`src/sv/bbpt_pkg.sv`:
```
// shared types, widths and command codes for the buzzer beep pattern timer
package bbpt_pkg;

  localparam int TICK_WIDTH = 16;
  localparam int PERIOD_W   = TICK_WIDTH + 1;
  localparam int FIELD_W    = 16;
  localparam int PASS_W     = 16;
  localparam int MODE_W     = 2;

  localparam logic [MODE_W-1:0] MODE_TICK   = 2'd0;
  localparam logic [MODE_W-1:0] MODE_BEEP   = 2'd1;
  localparam logic [MODE_W-1:0] MODE_REPEAT = 2'd2;

  typedef struct packed {
    logic [MODE_W-1:0]  mode;
    logic [FIELD_W-1:0] on_ticks;
    logic [FIELD_W-1:0] off_ticks;
    logic [FIELD_W-1:0] repeat_total;
  } item_t;

  typedef struct packed {
    logic accepted;
    logic speaker_level;
    logic pattern_busy;
  } result_t;

endpackage

```
`src/sv/bbpt_if.sv`:
```
// command and response channel interfaces
interface bbpt_cmd_if;
  logic                              valid;
  logic                              ready;
  logic [bbpt_pkg::MODE_W-1:0]       mode;
  logic [bbpt_pkg::FIELD_W-1:0]      on_ticks;
  logic [bbpt_pkg::FIELD_W-1:0]      off_ticks;
  logic [bbpt_pkg::FIELD_W-1:0]      repeat_total;

  modport source (output valid, mode, on_ticks, off_ticks, repeat_total, input ready);
  modport sink   (input valid, mode, on_ticks, off_ticks, repeat_total, output ready);
endinterface

interface bbpt_rsp_if;
  logic valid;
  logic ready;
  logic accepted;
  logic speaker_level;
  logic pattern_busy;

  modport source (output valid, accepted, speaker_level, pattern_busy, input ready);
  modport sink   (input valid, accepted, speaker_level, pattern_busy, output ready);
endinterface

```
`src/sv/bbpt_engine.sv`:
```
// beep and pattern state registers with their single-pass update logic
module bbpt_engine (
  input  logic              clk,
  input  logic              rst,
  input  logic              step,
  input  bbpt_pkg::item_t   item,
  output bbpt_pkg::result_t result
);

  logic                              speaker_on;
  logic [bbpt_pkg::TICK_WIDTH-1:0]   on_remaining;
  logic                              repeat_busy;
  logic [bbpt_pkg::PERIOD_W-1:0]     period_remaining;
  logic [bbpt_pkg::PERIOD_W-1:0]     period_length;
  logic [bbpt_pkg::TICK_WIDTH-1:0]   pattern_beep_length;
  logic [bbpt_pkg::PASS_W-1:0]       passes_target;
  logic [bbpt_pkg::PASS_W-1:0]       passes_done;

  logic                              speaker_on_next;
  logic [bbpt_pkg::TICK_WIDTH-1:0]   on_remaining_next;
  logic                              repeat_busy_next;
  logic [bbpt_pkg::PERIOD_W-1:0]     period_remaining_next;
  logic [bbpt_pkg::PERIOD_W-1:0]     period_length_next;
  logic [bbpt_pkg::TICK_WIDTH-1:0]   pattern_beep_length_next;
  logic [bbpt_pkg::PASS_W-1:0]       passes_target_next;
  logic [bbpt_pkg::PASS_W-1:0]       passes_done_next;
  logic                              acc;

  logic [bbpt_pkg::TICK_WIDTH-1:0]   cmd_len;
  logic [bbpt_pkg::PERIOD_W-1:0]     cmd_period;

  assign cmd_len    = bbpt_pkg::TICK_WIDTH'(item.on_ticks);
  assign cmd_period = bbpt_pkg::PERIOD_W'(item.on_ticks)
                    + bbpt_pkg::PERIOD_W'(item.off_ticks);

  always_comb begin
    speaker_on_next          = speaker_on;
    on_remaining_next        = on_remaining;
    repeat_busy_next         = repeat_busy;
    period_remaining_next    = period_remaining;
    period_length_next       = period_length;
    pattern_beep_length_next = pattern_beep_length;
    passes_target_next       = passes_target;
    passes_done_next         = passes_done;
    acc                      = 1'b0;
    unique case (item.mode)
      bbpt_pkg::MODE_TICK: begin
        acc = 1'b1;
        // running beep counts down first
        if (speaker_on) begin
          on_remaining_next = on_remaining - bbpt_pkg::TICK_WIDTH'(1);
          if (on_remaining_next == '0) begin
            speaker_on_next = 1'b0;
          end
        end
        // then the pattern period
        if (repeat_busy) begin
          period_remaining_next = period_remaining - bbpt_pkg::PERIOD_W'(1);
          if (period_remaining_next == '0) begin
            passes_done_next = passes_done + bbpt_pkg::PASS_W'(1);
            if (passes_done_next >= passes_target) begin
              repeat_busy_next = 1'b0;
            end else begin
              period_remaining_next = period_length;
            end
            // pattern beep try, refused while the speaker is still on
            if (!speaker_on_next && (pattern_beep_length != '0)) begin
              speaker_on_next   = 1'b1;
              on_remaining_next = pattern_beep_length;
            end
          end
        end
      end
      bbpt_pkg::MODE_BEEP: begin
        if (!speaker_on) begin
          acc = 1'b1;
          if (cmd_len != '0) begin
            speaker_on_next   = 1'b1;
            on_remaining_next = cmd_len;
          end
        end
      end
      bbpt_pkg::MODE_REPEAT: begin
        if (!repeat_busy) begin
          acc                      = 1'b1;
          repeat_busy_next         = 1'b1;
          passes_target_next       = bbpt_pkg::PASS_W'(item.repeat_total);
          passes_done_next         = '0;
          // zero period runs as a period of one
          period_length_next       = (cmd_period == '0) ? bbpt_pkg::PERIOD_W'(1)
                                                        : cmd_period;
          period_remaining_next    = period_length_next;
          pattern_beep_length_next = cmd_len;
        end
      end
      default: begin
        acc = 1'b0;
      end
    endcase
  end

  always_ff @(posedge clk) begin
    if (rst) begin
      speaker_on          <= 1'b0;
      on_remaining        <= '0;
      repeat_busy         <= 1'b0;
      period_remaining    <= '0;
      period_length       <= '0;
      pattern_beep_length <= '0;
      passes_target       <= '0;
      passes_done         <= '0;
    end else if (step) begin
      speaker_on          <= speaker_on_next;
      on_remaining        <= on_remaining_next;
      repeat_busy         <= repeat_busy_next;
      period_remaining    <= period_remaining_next;
      period_length       <= period_length_next;
      pattern_beep_length <= pattern_beep_length_next;
      passes_target       <= passes_target_next;
      passes_done         <= passes_done_next;
    end
  end

  assign result.accepted      = acc;
  assign result.speaker_level = speaker_on_next;
  assign result.pattern_busy  = repeat_busy_next;

  a_spk_count: assert property (@(posedge clk) disable iff (rst)
    speaker_on |-> (on_remaining != '0))
    else $error("speaker on with empty beep count");

  a_period_live: assert property (@(posedge clk) disable iff (rst)
    repeat_busy |-> ((period_remaining != '0) && (period_length != '0)))
    else $error("busy pattern with empty period");

  a_spk_rise: assert property (@(posedge clk) disable iff (rst)
    $rose(speaker_on) |-> $past(step))
    else $error("speaker switched on without a transaction");

endmodule

```
`src/sv/buzzer_beep_pattern_timer_top.sv`:
```
// top level of the buzzer beep pattern timer: input stage, engine, response register
//
// usage
//   cmd carries one transaction per item: mode 0 is a one-millisecond tick,
//   mode 1 a one-shot beep of on_ticks ticks, mode 2 starts a repeat pattern
//   of on_ticks + off_ticks ticks per period for repeat_total periods, or one if zero
//   rsp returns exactly one transaction per cmd transaction, in order:
//   accepted, the speaker level after the item and the pattern busy flag
//   an accepted item is held in the input register, then the engine updates its
//   state and loads the response register, which drives rsp
//   throughput: one item per cycle unless rsp stalls; the engine update is a single
//   pass of counter decrements and compares between the input and response registers
//   reset (rst, synchronous, active high) silences the speaker, stops any
//   pattern, clears all counters and empties both pipeline registers
//   when the receiver stalls, the response register holds its transaction;
//   one more item can still be taken into the input register, after which
//   cmd.ready drops until rsp is taken
module buzzer_beep_pattern_timer_top (
  input  logic              clk,
  input  logic              rst,
  bbpt_cmd_if.sink          cmd,
  bbpt_rsp_if.source        rsp
);

  // input stage
  logic              s1_valid;
  bbpt_pkg::item_t   s1_item;

  // response register
  logic              rsp_valid;
  bbpt_pkg::result_t rsp_data;

  bbpt_pkg::result_t eng_result;
  logic              advance;
  logic              step;

  // response register free or being emptied this cycle
  assign advance   = !rsp_valid || rsp.ready;
  assign step      = s1_valid && advance;
  assign cmd.ready = !s1_valid || advance;

  always_ff @(posedge clk) begin
    if (rst) begin
      s1_valid <= 1'b0;
    end else if (cmd.ready) begin
      s1_valid <= cmd.valid;
    end
  end

  always_ff @(posedge clk) begin
    if (cmd.ready && cmd.valid) begin
      s1_item.mode         <= cmd.mode;
      s1_item.on_ticks     <= cmd.on_ticks;
      s1_item.off_ticks    <= cmd.off_ticks;
      s1_item.repeat_total <= cmd.repeat_total;
    end
  end

  bbpt_engine u_engine (
    .clk    (clk),
    .rst    (rst),
    .step   (step),
    .item   (s1_item),
    .result (eng_result)
  );

  always_ff @(posedge clk) begin
    if (rst) begin
      rsp_valid <= 1'b0;
    end else if (advance) begin
      rsp_valid <= s1_valid;
    end
  end

  always_ff @(posedge clk) begin
    if (step) begin
      rsp_data <= eng_result;
    end
  end

  assign rsp.valid         = rsp_valid;
  assign rsp.accepted      = rsp_data.accepted;
  assign rsp.speaker_level = rsp_data.speaker_level;
  assign rsp.pattern_busy  = rsp_data.pattern_busy;

  // a stalled response keeps the input stage from overwriting it
  a_no_overrun: assert property (@(posedge clk) disable iff (rst)
    (rsp_valid && !rsp.ready) |=> rsp_valid)
    else $error("response dropped while stalled");

  // an item in the input stage is handed on once the response side frees up
  a_handoff: assert property (@(posedge clk) disable iff (rst)
    (s1_valid && advance) |=> rsp_valid)
    else $error("item lost between input stage and response register");

  // input stage full and response stalled means no new transaction
  a_backpressure: assert property (@(posedge clk) disable iff (rst)
    (s1_valid && rsp_valid && !rsp.ready) |-> !cmd.ready)
    else $error("transaction taken with both stages full");

endmodule

```
`src/flat_wrapper.sv`:
```
// flat-port wrapper written by rule: the top's interface ports become plain ports
module buzzer_beep_pattern_timer_top_flat 
  (clk, rst, cmd_valid, cmd_mode, cmd_on_ticks, cmd_off_ticks, cmd_repeat_total, cmd_ready, rsp_valid, rsp_accepted, rsp_speaker_level, rsp_pattern_busy, rsp_ready);
  bbpt_cmd_if cmd_i ();
  bbpt_rsp_if rsp_i ();
  input  logic clk;
  input  logic rst;
  input wire logic [$bits(cmd_i.valid)-1:0] cmd_valid;
  input wire logic [$bits(cmd_i.mode)-1:0] cmd_mode;
  input wire logic [$bits(cmd_i.on_ticks)-1:0] cmd_on_ticks;
  input wire logic [$bits(cmd_i.off_ticks)-1:0] cmd_off_ticks;
  input wire logic [$bits(cmd_i.repeat_total)-1:0] cmd_repeat_total;
  output wire logic [$bits(cmd_i.ready)-1:0] cmd_ready;
  output wire logic [$bits(rsp_i.valid)-1:0] rsp_valid;
  output wire logic [$bits(rsp_i.accepted)-1:0] rsp_accepted;
  output wire logic [$bits(rsp_i.speaker_level)-1:0] rsp_speaker_level;
  output wire logic [$bits(rsp_i.pattern_busy)-1:0] rsp_pattern_busy;
  input wire logic [$bits(rsp_i.ready)-1:0] rsp_ready;
  assign cmd_i.valid = cmd_valid;
  assign cmd_i.mode = cmd_mode;
  assign cmd_i.on_ticks = cmd_on_ticks;
  assign cmd_i.off_ticks = cmd_off_ticks;
  assign cmd_i.repeat_total = cmd_repeat_total;
  assign cmd_ready = cmd_i.ready;
  assign rsp_valid = rsp_i.valid;
  assign rsp_accepted = rsp_i.accepted;
  assign rsp_speaker_level = rsp_i.speaker_level;
  assign rsp_pattern_busy = rsp_i.pattern_busy;
  assign rsp_i.ready = rsp_ready;
  buzzer_beep_pattern_timer_top u_core (.clk(clk), .rst(rst), .cmd(cmd_i), .rsp(rsp_i));
endmodule
```
`config.mk`:
```
export PLATFORM = sky130hd
export DESIGN_NAME = buzzer_beep_pattern_timer_top_flat
export DESIGN_NICKNAME = d
export VERILOG_FILES = /design/src/sv/bbpt_pkg.sv /design/src/sv/bbpt_if.sv /design/src/sv/bbpt_engine.sv /design/src/sv/buzzer_beep_pattern_timer_top.sv /design/src/flat_wrapper.sv
export SDC_FILE = /design/constraint.sdc
export NUM_CORES = 1
export LEC_CHECK = 0
export ABC_AREA = 0
export BUFFER_PORTS_ARGS = -buffer_cell sky130_fd_sc_hd__buf_2
export CORE_MARGIN = 2
export CORE_UTILIZATION = 53
export DETAILED_ROUTE_END_ITERATION = 7
export GPL_TIMING_DRIVEN = 0
export PLACE_DENSITY_LB_ADDON = 0.05
export REMOVE_ABC_BUFFERS = 1
export SLEW_MARGIN = 20
export SYNTH_ARGS = -nofsm -noshare
export SYNTH_HDL_FRONTEND = slang
export SYNTH_SLANG_ARGS = --single-unit
```
`constraint.sdc`:
```
create_clock -name clk -period 4.8 [get_ports clk]
set_input_delay 0.24 -clock clk [delete_from_list [all_inputs] [get_ports clk]]
set_output_delay 0.24 -clock clk [all_outputs]
set_load 0.02 [all_outputs]
```
==> key figures, run 1 <==
Run status
  – Run status: completed

Clock network
  – Clock Pin Slew Worst Setup and Hold Paths: 60 ps
  – Clk Tree Root Cell: clkbuf_16
  – Clk buf depth: 2
  – CTS tree: done
  – Clock sinks: 155
  – Setup bufs post-CTS: 0
  – Worst-Skew Late Latency: roughly 430 ps
  – Num CTS Buffers: 17
  – H-tree levels: 4

Placement
  – Port bufs: 58
  – DP HPWL: 14980 um
  – Dpl ws: 413.8 ps
  – Gpl congestion: 0.8919

Critical path
  – Largest stage delay on the critical path: 530 ps
  – Highest-delay cell along the critical path: or4_1
  – Worst setup SP type: flop
  – Reg2Reg Launch Point: u_core.u_engine.passes_done[0]
  – Worst r2r dst: u_core.u_engine.period_remaining[0]
  – R2R setup slack: between 500 and 600 ps
  – Worst Setup End Kind: flop
  – CP Cell Sequence: ha_1 -> nand3_1 -> nor2_1 -> and3_1 -> nand3_1 -> xnor2_1 -> ha_1 -> nand4_1 -> or4_1 -> a21oi_1 -> nor4_4 -> buf_6 -> a21boi_0 -> o22ai_1 -> a2111oi_2
  – Crit path required time: 5130 ps
  – Worst Reg2Reg Path Length in Cells: 15
  – Critical Path Fanout Max: 10
  – CP arrival: 4600 ps
  – Setup CP Type: flop to flop
  – Setup crit end: u_core.u_engine.period_remaining[0]
  – Crit path launch: u_core.u_engine.passes_done[0]

Worst hold path
  – Worst hold path type: input port to flop
  – HP Start: cmd_valid

Route
  – Vias/cell: 5.813
  – 1st-iter DRT viols: 590
  – ANT nets after route: 0
  – Wirelength, routed: 22610 um
  – Vias post-DR: around 7500
  – WL per Instance: 17.46 um
  – DRC Markers: 0
  – Drt pass-1 iters: 5

STA
  – Worst setup margin: 521.5 ps
  – Rel. slew slack: 0.3743
  – Period utilization: 0.8914
  – Slew @ Worst Pin: approximately 940 ps
  – Count of final hold-check violations: 0
  – Max Fclk: 233.7 MHz
  – Total negative slack: 0 ps
  – Setup violators final: 0
  – Slew Limit Fails: 0
  – RSZ-0062 raised after global routing: no
  – Worst Clk Skew: 11.91 ps
  – Minimum clock period: approximately 4300 ps

Power
  – Switching Fraction: 0.2852
  – Logic pwr share: 0.164
  – Power Total: 3.390 mW
  – Sw Pwr: between 0.9 and 1 mW
  – P_leak: 3.727 nW
  – PD cells: 330.9 nW/um^2
  – Sequential Power Share: 0.433
  – Internal Power: between 2 and 2.5 mW
  – Clk network pwr share: 0.403
  – VDD IR max: roughly 0.00027 V

Synthesis
  – Mean Syn Cell Area: a little under 9 sq um
  – Synth top area share: 0.2353
  – Leading area contributor after synthesis: dfxtp_1
  – Cell area after synthesis: 8677 sq um
  – Register bit total from synthesis: about 160
  – Post-synthesis cell count: 995
  – Ys Warns: 0
  – Post-synth EDFFs: between 50 and 60
  – Synth unique cells: 80
  – Top post-synthesis cells by area: dfxtp_1, edfxtp_1, nand2_1, a21oi_1, ha_1
  – FFs w/ async S/R, synth: 0
  – Synth Flop Type: dfxtp_1
  – Seq/Total Area, Yosys: 0.4187

Global routing
  – Global-route congestion overflow total: 0
  – Gr usage total: 0.2649
  – Largest net degree at the start of global routing: 52
  – Vias in the first global route: between 7000 and 8000
  – First-pass GRT wire length: between 30000 and 40000 um
  – Initial antenna violation count: 0

Floorplan
  – Io pins: 59
  – DIE AREA: 17410 sq um
  – Die H: 132.0 um
  – Starting Density: 0.5443
  – Core region area: around 16000 sq um
  – DIE WIDTH: 132.0 um
  – Rows: 46

Flow run
  – Max Cap Viol: 0

Final layout
  – Final cell utilization of the core: 0.6426
  – Final #Nets: 1158
  – Fillers: ~1300
  – Diodes inserted: 0
  – Area growth, synth to finish: 18.07%
  – Share of cells above drive strength 1: 0.1233
## worst max-delay path: cells and delay by family (launching register included)
kind	cells	cell delay (ps)
XOR/XNOR	1	170
buffers and inverters	1	210
AO/OA/AOI/OAI	4	1110
adder cells (fa/ha/maj)	2	570
flip-flops	1	400
AND/OR/NAND/NOR	7	1720
## cells in the mapped netlist, types with 4 or more instances
master / count
nor2b_1: 9
nor4b_1: 4
a311oi_1: 8
nand2b_1: 8
ha_1: 37
nand3_1: 61
a211oi_1: 18
o22ai_1: 8
a21oi_1: 108
inv_1: 30
and2_1: 7
o41ai_1: 4
nand4b_1: 6
o211ai_1: 5
buf_2: 6
edfxtp_1: 53
nor2_1: 80
or3_1: 6
nand2_1: 147
nor3_1: 23
xor2_1: 26
o21ai_0: 28
a21o_1: 4
a311oi_2: 10
and3_1: 6
nor3b_1: 4
nor4_1: 11
xnor2_1: 32
dfxtp_1: 102
nand4_1: 10
clkbuf_1: 51
o21a_1: 6
## layout make-up
cell class,count,area [sq um],share of cell area
timing repair buffer,116,948.4,0.09257
sequential,155,3633,0.3547
clock inverter,14,158.9,0.01551
clock buffer,18,429.2,0.04189
tap,216,270.3,0.02638
inverter,30,112.6,0.01099
multi-input combinational,746,4692,0.4580
## through the flow
step,hold WS (ps),area (sq um),std cells
2_1_floorplan,307.9,8399,931
3_3_place_gp,416.4,8960,1205
3_5_place_dp,418.1,9143,1212
4_1_cts,2.681,10220,1293
5_1_grt,74.34,10240,1295
6_report,39.31,10240,1295
## state kept, by name (all words and copies together), names as in the netlist
signal                               count
u_core.rsp.accepted                      1
u_core.rsp.pattern_busy                  1
u_core.rsp.speaker_level                 1
u_core.rsp.valid                         1
u_core.s1_item                          50
u_core.s1_valid                          1
u_core.u_engine.on_remaining            16
u_core.u_engine.passes_done             16
u_core.u_engine.passes_target           16
u_core.u_engine.pattern_beep_length     16
u_core.u_engine.period_length           17
u_core.u_engine.period_remaining        17
u_core.u_engine.repeat_busy              1
u_core.u_engine.speaker_on               1
## cells in the final DEF, fill, tap and decap left out, types with 4 or more instances in the layout
| cell type | instances |
|---|---|
| a21o_1 | 4 |
| nand2_1 | 146 |
| nand4_1 | 10 |
| o21ai_0 | 28 |
| clkbuf_16 | 17 |
| dlygate4sd3_1 | 50 |
| nand2b_1 | 7 |
| a311oi_1 | 8 |
| o211ai_1 | 5 |
| a211oi_1 | 17 |
| a21oi_1 | 108 |
| inv_1 | 30 |
| buf_16 | 4 |
| a311oi_2 | 10 |
| nor4b_1 | 4 |
| nor2_1 | 78 |
| nor3b_1 | 4 |
| o41ai_1 | 4 |
| xor2_1 | 26 |
| o22ai_1 | 8 |
| ha_1 | 37 |
| nand3_1 | 61 |
| nor3_1 | 22 |
| nor2b_1 | 8 |
| nor4_1 | 11 |
| and3_1 | 6 |
| inv_6 | 4 |
| or3_1 | 6 |
| o21a_1 | 6 |
| xnor2_1 | 32 |
| and2_1 | 6 |
| edfxtp_1 | 53 |
| buf_2 | 57 |
| dfxtp_1 | 102 |
| nand4b_1 | 6 |
| buf_6 | 4 |
## worst min-delay path by stage
stage / end / cells past startpoint
after floorplan: u_core.u_engine.on_remaining[10] / 1
after detailed placement: u_core.s1_item[10] / 1
after CTS: u_core.s1_item[16] / 1
after global routing: u_core.s1_valid / 3
final: u_core.s1_valid / 3
after global placement: u_core.s1_item[11] / 1
## repair_timing
action                                 4_1_cts  5_1_grt
hold buffers                                49        1
resized for setup                            0        0
endpoints found under the hold margin       49        1
## power groups by stage
stage	Sequential [mW]	Combinational [mW]	Clock [mW]
after CTS	1.47	0.549	1.38
final	1.47	0.556	1.36
after global routing	1.48	0.611	1.43
after floorplan	1.48	0.370	0
after global placement	1.50	0.506	0
after detailed placement	1.50	0.515	0
## routing by layer
metal  vias up  global-route usage  part of all wire
li1       3738                   -                 -
met1      3604              0.3732              0.48
met2       165              0.4233              0.47
met3        21             0.04421             0.038
met4         0             0.07065             0.014
met5         -                   0                 0
## cells by family after synthesis
logic type               Yosys count  synth area share
AO/OA/AOI/OAI                    242            0.1885
AND/OR/NAND/NOR                  406            0.2311
flip-flops                       155            0.4187
XOR/XNOR                          58           0.05854
adder cells (fa/ha/maj)           38           0.05566
buffers and inverters             94           0.04499
multiplexers                       2          0.002451
No activity file was read; power rests on OpenSTA's default activity.
==> inputs of run 2 (changes only) <==
--- a/config.mk
+++ b/config.mk
@@ -5,8 +5,9 @@
 export SDC_FILE = /design/constraint.sdc
 export NUM_CORES = 1
 export LEC_CHECK = 0
-export ABC_AREA = 0
+export ABC_AREA = 1
 export BUFFER_PORTS_ARGS = -buffer_cell sky130_fd_sc_hd__buf_2
+export CORE_ASPECT_RATIO = 0.6
 export CORE_MARGIN = 2
 export CORE_UTILIZATION = 53
 export DETAILED_ROUTE_END_ITERATION = 7
==> key figures, run 2 <==
Synthesis
  – Register bit total from synthesis: 155 (unchanged)
  – Seq/Total Area, Yosys: 0.4013 (was 0.4187)
  – Synth top area share: 0.2255 (was 0.2353)
  – Mean Syn Cell Area: 7.003 sq um (was 8.721 sq um)
  – Leading area contributor after synthesis: dfxtp_1 (unchanged)
  – Most numerous cell in the Yosys netlist: nand2_1 (unchanged)
  – Post-synth EDFFs: 53 (unchanged)
  – Top post-synthesis cells by area: dfxtp_1, edfxtp_1, nand2_1, a21oi_1, inv_1 (was dfxtp_1, edfxtp_1, nand2_1, a21oi_1, ha_1)
  – Post-synthesis cell count: 1293 (was 995)
  – FFs w/ async S/R, synth: 0 (unchanged)
  – Ys Warns: 0 (unchanged)
  – Synth top cells by count: nand2_1, inv_1, a21oi_1, dfxtp_1, nand3_1 (was nand2_1, a21oi_1, dfxtp_1, nor2_1, nand3_1)
  – Cell area after synthesis: 9055 sq um (was 8677 sq um)
  – Synth Flop Type: dfxtp_1 (unchanged)
  – Synth unique cells: 41 (was 80)

Power
  – Power Total: 3.566 mW (was 3.390 mW)
  – P_leak: 4.894 nW (was 3.727 nW)
  – VDD IR max: 0.0002356 V (was 0.0002689 V)
  – PD cells: 336.0 nW/um^2 (was 330.9 nW/um^2)
  – Switching Fraction: 0.3141 (was 0.2852)
  – Logic pwr share: 0.210 (was 0.164)
  – Sw Pwr: 1.120 mW (was 0.9670 mW)
  – Clk network pwr share: 0.382 (was 0.403)
  – Internal Power: 2.446 mW (was 2.423 mW)
  – Sequential Power Share: 0.409 (was 0.433)

Floorplan
  – Starting Density: 0.5493 (was 0.5443)
  – Io pins: 59 (unchanged)
  – DIE AREA: 18180 sq um (was 17410 sq um)
  – Rows: 36 (was 46)
  – Die H: 105.2 um (was 132.0 um)
  – DIE WIDTH: 172.7 um (was 132.0 um)
  – Core region area: 16490 sq um (was 15940 sq um)

STA
  – Minimum clock period: 4475 ps (was 4278 ps)
  – Worst setup margin: 324.7 ps (was 521.5 ps)
  – Slew @ Worst Pin: 1113 ps (was 936.3 ps)
  – Rel. slew slack: 0.2553 (was 0.3743)
  – Count of final hold-check violations: 0 (unchanged)
  – Slew Limit Fails: 0 (unchanged)
  – RSZ-0062 raised after global routing: no (unchanged)
  – Worst Clk Skew: 9.935 ps (was 11.91 ps)
  – Period utilization: 0.9324 (was 0.8914)
  – Setup violators final: 0 (unchanged)
  – Max Fclk: 223.4 MHz (was 233.7 MHz)

Critical path
  – Critical Path Fanout Max: 19 (was 10)
  – Worst setup SP type: flop (unchanged)
  – Setup CP Type: flop to flop (unchanged)
  – CP arrival: 4740 ps (was 4600 ps)
  – Worst Setup End Kind: flop (unchanged)
  – Worst Reg2Reg Path Length in Cells: 25 (was 15)
  – Crit path required time: 5070 ps (was 5130 ps)

Final layout
  – Largest regs: u_core.s1_item: 50 flops, u_core.u_engine.period_length: 17 flops, u_core.u_engine.period_remaining: 17 flops (unchanged)
  – Final cell utilization of the core: 0.6438 (was 0.6426)
  – Finished Layout Cells: 1613 (was 1295)
  – Area growth, synth to finish: 17.22% (was 18.07%)
  – Final #Nets: 1464 (was 1158)
  – Largest register by flop count: u_core.s1_item (unchanged)
  – Largest register FFs: 50 (unchanged)
  – Diodes inserted: 0 (unchanged)
  – Most frequent cells in the layout: nand2_1, inv_1, a21oi_1 (was nand2_1, a21oi_1, dfxtp_1)
  – Commonest non-fill, non-tap cell in the layout: nand2_1 (unchanged)
  – Fillers: 1499 (was 1349)
  – Share of cells above drive strength 1: 0.08592 (was 0.1233)

Clock network
  – Clock sinks: 155 (unchanged)
  – Worst-Skew Late Latency: 430 ps (about the same)
  – Num CTS Buffers: 17 (unchanged)
  – Clock Pin Slew Worst Setup and Hold Paths: 70 ps (was 60 ps)
  – CTS tree: done (unchanged)
  – Clk Tree Root Cell: clkbuf_16 (unchanged)
  – H-tree levels: 4 (unchanged)
  – Clk buf depth: 2 (unchanged)

Placement
  – Post-Place Cells: 1535 (was 1212)
  – Gpl congestion: 0.8978 (was 0.8919)
  – DP HPWL: 16710 um (was 14980 um)
  – Port bufs: 58 (unchanged)
  – Dpl ws: 80.60 ps (was 413.8 ps)

Global routing
  – Global-route congestion overflow total: 0 (unchanged)
  – Vias in the first global route: 7659 (was 7075)
  – Largest net degree at the start of global routing: 56 (was 52)
  – Gr usage total: 0.2679 (was 0.2649)
  – First-pass GRT wire length: 38990 um (was 37060 um)
  – Initial antenna violation count: 0 (unchanged)

Route
  – Drt pass-1 iters: 6 (was 5)
  – 1st-iter DRT viols: 1017 (was 590)
  – ANT nets after route: 0 (unchanged)
  – Wirelength, routed: 24370 um (was 22610 um)
  – WL per Instance: 15.11 um (was 17.46 um)
  – DRC Markers: 0 (unchanged)
  – Vias post-DR: 8812 (was 7528)
  – Vias/cell: 5.463 (was 5.813)

Flow run
  – Max Cap Viol: 0 (unchanged)

Run status
  – Run status: completed (unchanged)

Worst hold path
  – WHS Path Cells: 1 (was 3)
  – Worst hold path type: input port to flop (unchanged)
==> run 2: cell types whose count changed in the layout (fill, tap and decap cells not counted), moves of 9 or more <==
| cell | delta |
|---|---|
| o21ai_0 | +45 |
| xnor2_1 | -23 |
| inv_1 | +133 |
| xor2_1 | -16 |
| a21oi_1 | +26 |
| o211ai_1 | +11 |
| nand3_1 | +30 |
| a311oi_2 | -10 |
| nor3_1 | -16 |
| nand2_1 | +225 |
| nor2_1 | +9 |
| nand4_1 | +36 |
| a211oi_1 | -17 |
==> run 2: path summary, 6_finish.rpt <==
path / from / end / slack, ps
worst max-delay path: u_core.u_engine.passes_done[0] / u_core.u_engine.period_remaining[7] / 320
worst min register to register: u_core.u_engine.passes_target[15] / u_core.u_engine.passes_target[15] / 460
worst min-delay path: cmd_on_ticks[6] / u_core.s1_item[38] / 10
worst max register to register: u_core.u_engine.passes_done[0] / u_core.u_engine.period_remaining[7] / 320
==> run 2: layout make-up <==
class	instances	area [sq um]	area share
Multi-Input combinational cell	919	4628	0.4360
Sequential cell	155	3633	0.3423
Timing Repair Buffer	110	838.3	0.07898
Inverter	169	639.4	0.06024
Clock buffer	17	425.4	0.04008
Tap cell	228	285.3	0.02688
Clock inverter	15	163.9	0.01544
==> run 2: through the flow <==
stage / setup TNS, ps / area, sq um / hold WS [ps]
4_1_cts: 0 / 10570 / 0.4435
3_5_place_dp: 0 / 9555 / 418.1
5_1_grt: 0 / 10610 / 1.582
6_report: 0 / 10610 / 14.60
2_1_floorplan: -31470 / 8853 / 309.1
3_3_place_gp: -261110 / 9429 / 415.9
==> run 2: cell families after synthesis <==
kind of cell / after synthesis / synth area share
simple gates: 628 / 0.2981
compound gates: 234 / 0.1367
flops: 155 / 0.4013
buf+inv: 219 / 0.09230
xor+xnor: 19 / 0.01838
fa+ha+maj: 38 / 0.05334
==> run 2: layer usage <==
layer	part of all wire	GRT usage	vias to the layer above	wire length [um]
met4	0.0071	0.06053	0	172
li1	-	-	4430	-
met3	0.083	0.05267	13	2026
met5	0	0	-	0
met2	0.40	0.3838	346	9725
met1	0.51	0.4124	4023	12450
==> run 2: power by group through the flow <==
stage                     Combinational [mW]  Clock, mW  Sequential, mW
final                                  0.747       1.36            1.46
after global routing                   0.837       1.43            1.46
after CTS                              0.718       1.39            1.46
after detailed placement               0.684          0            1.48
after global placement                 0.665          0            1.48
after floorplan                        0.492          0            1.47
==> run 2: repair_timing <==
action / 4_1_cts / 5_1_grt
setup buffers: 0 / 2
gates resized for setup: 0 / 1
hold buffers: 42 / 1
hold endpoints to repair: 42 / 1
setup endpoints to repair: 0 / 17
==> run 2: worst max-delay path, stage by stage (launching register included) <==
cell and delay [ps]:
dfxtp_1 440, ha_1 200, nand2_1 70, inv_1 80, nand3_1 80, nor2_1 100, inv_1 60, nor2_1 130
inv_1 80, nor3_1 260, nand3_1 140, xnor2_1 190, ha_1 300, nand2_1 70, nor4_1 390, nand2_1 110
nand3_1 580, clkinvlp_4 190, buf_4 240, buf_4 150, nand2_1 50, nand2_1 60, nand4_1 80, nand3_1 80
nand3_1 110, a21oi_1 70
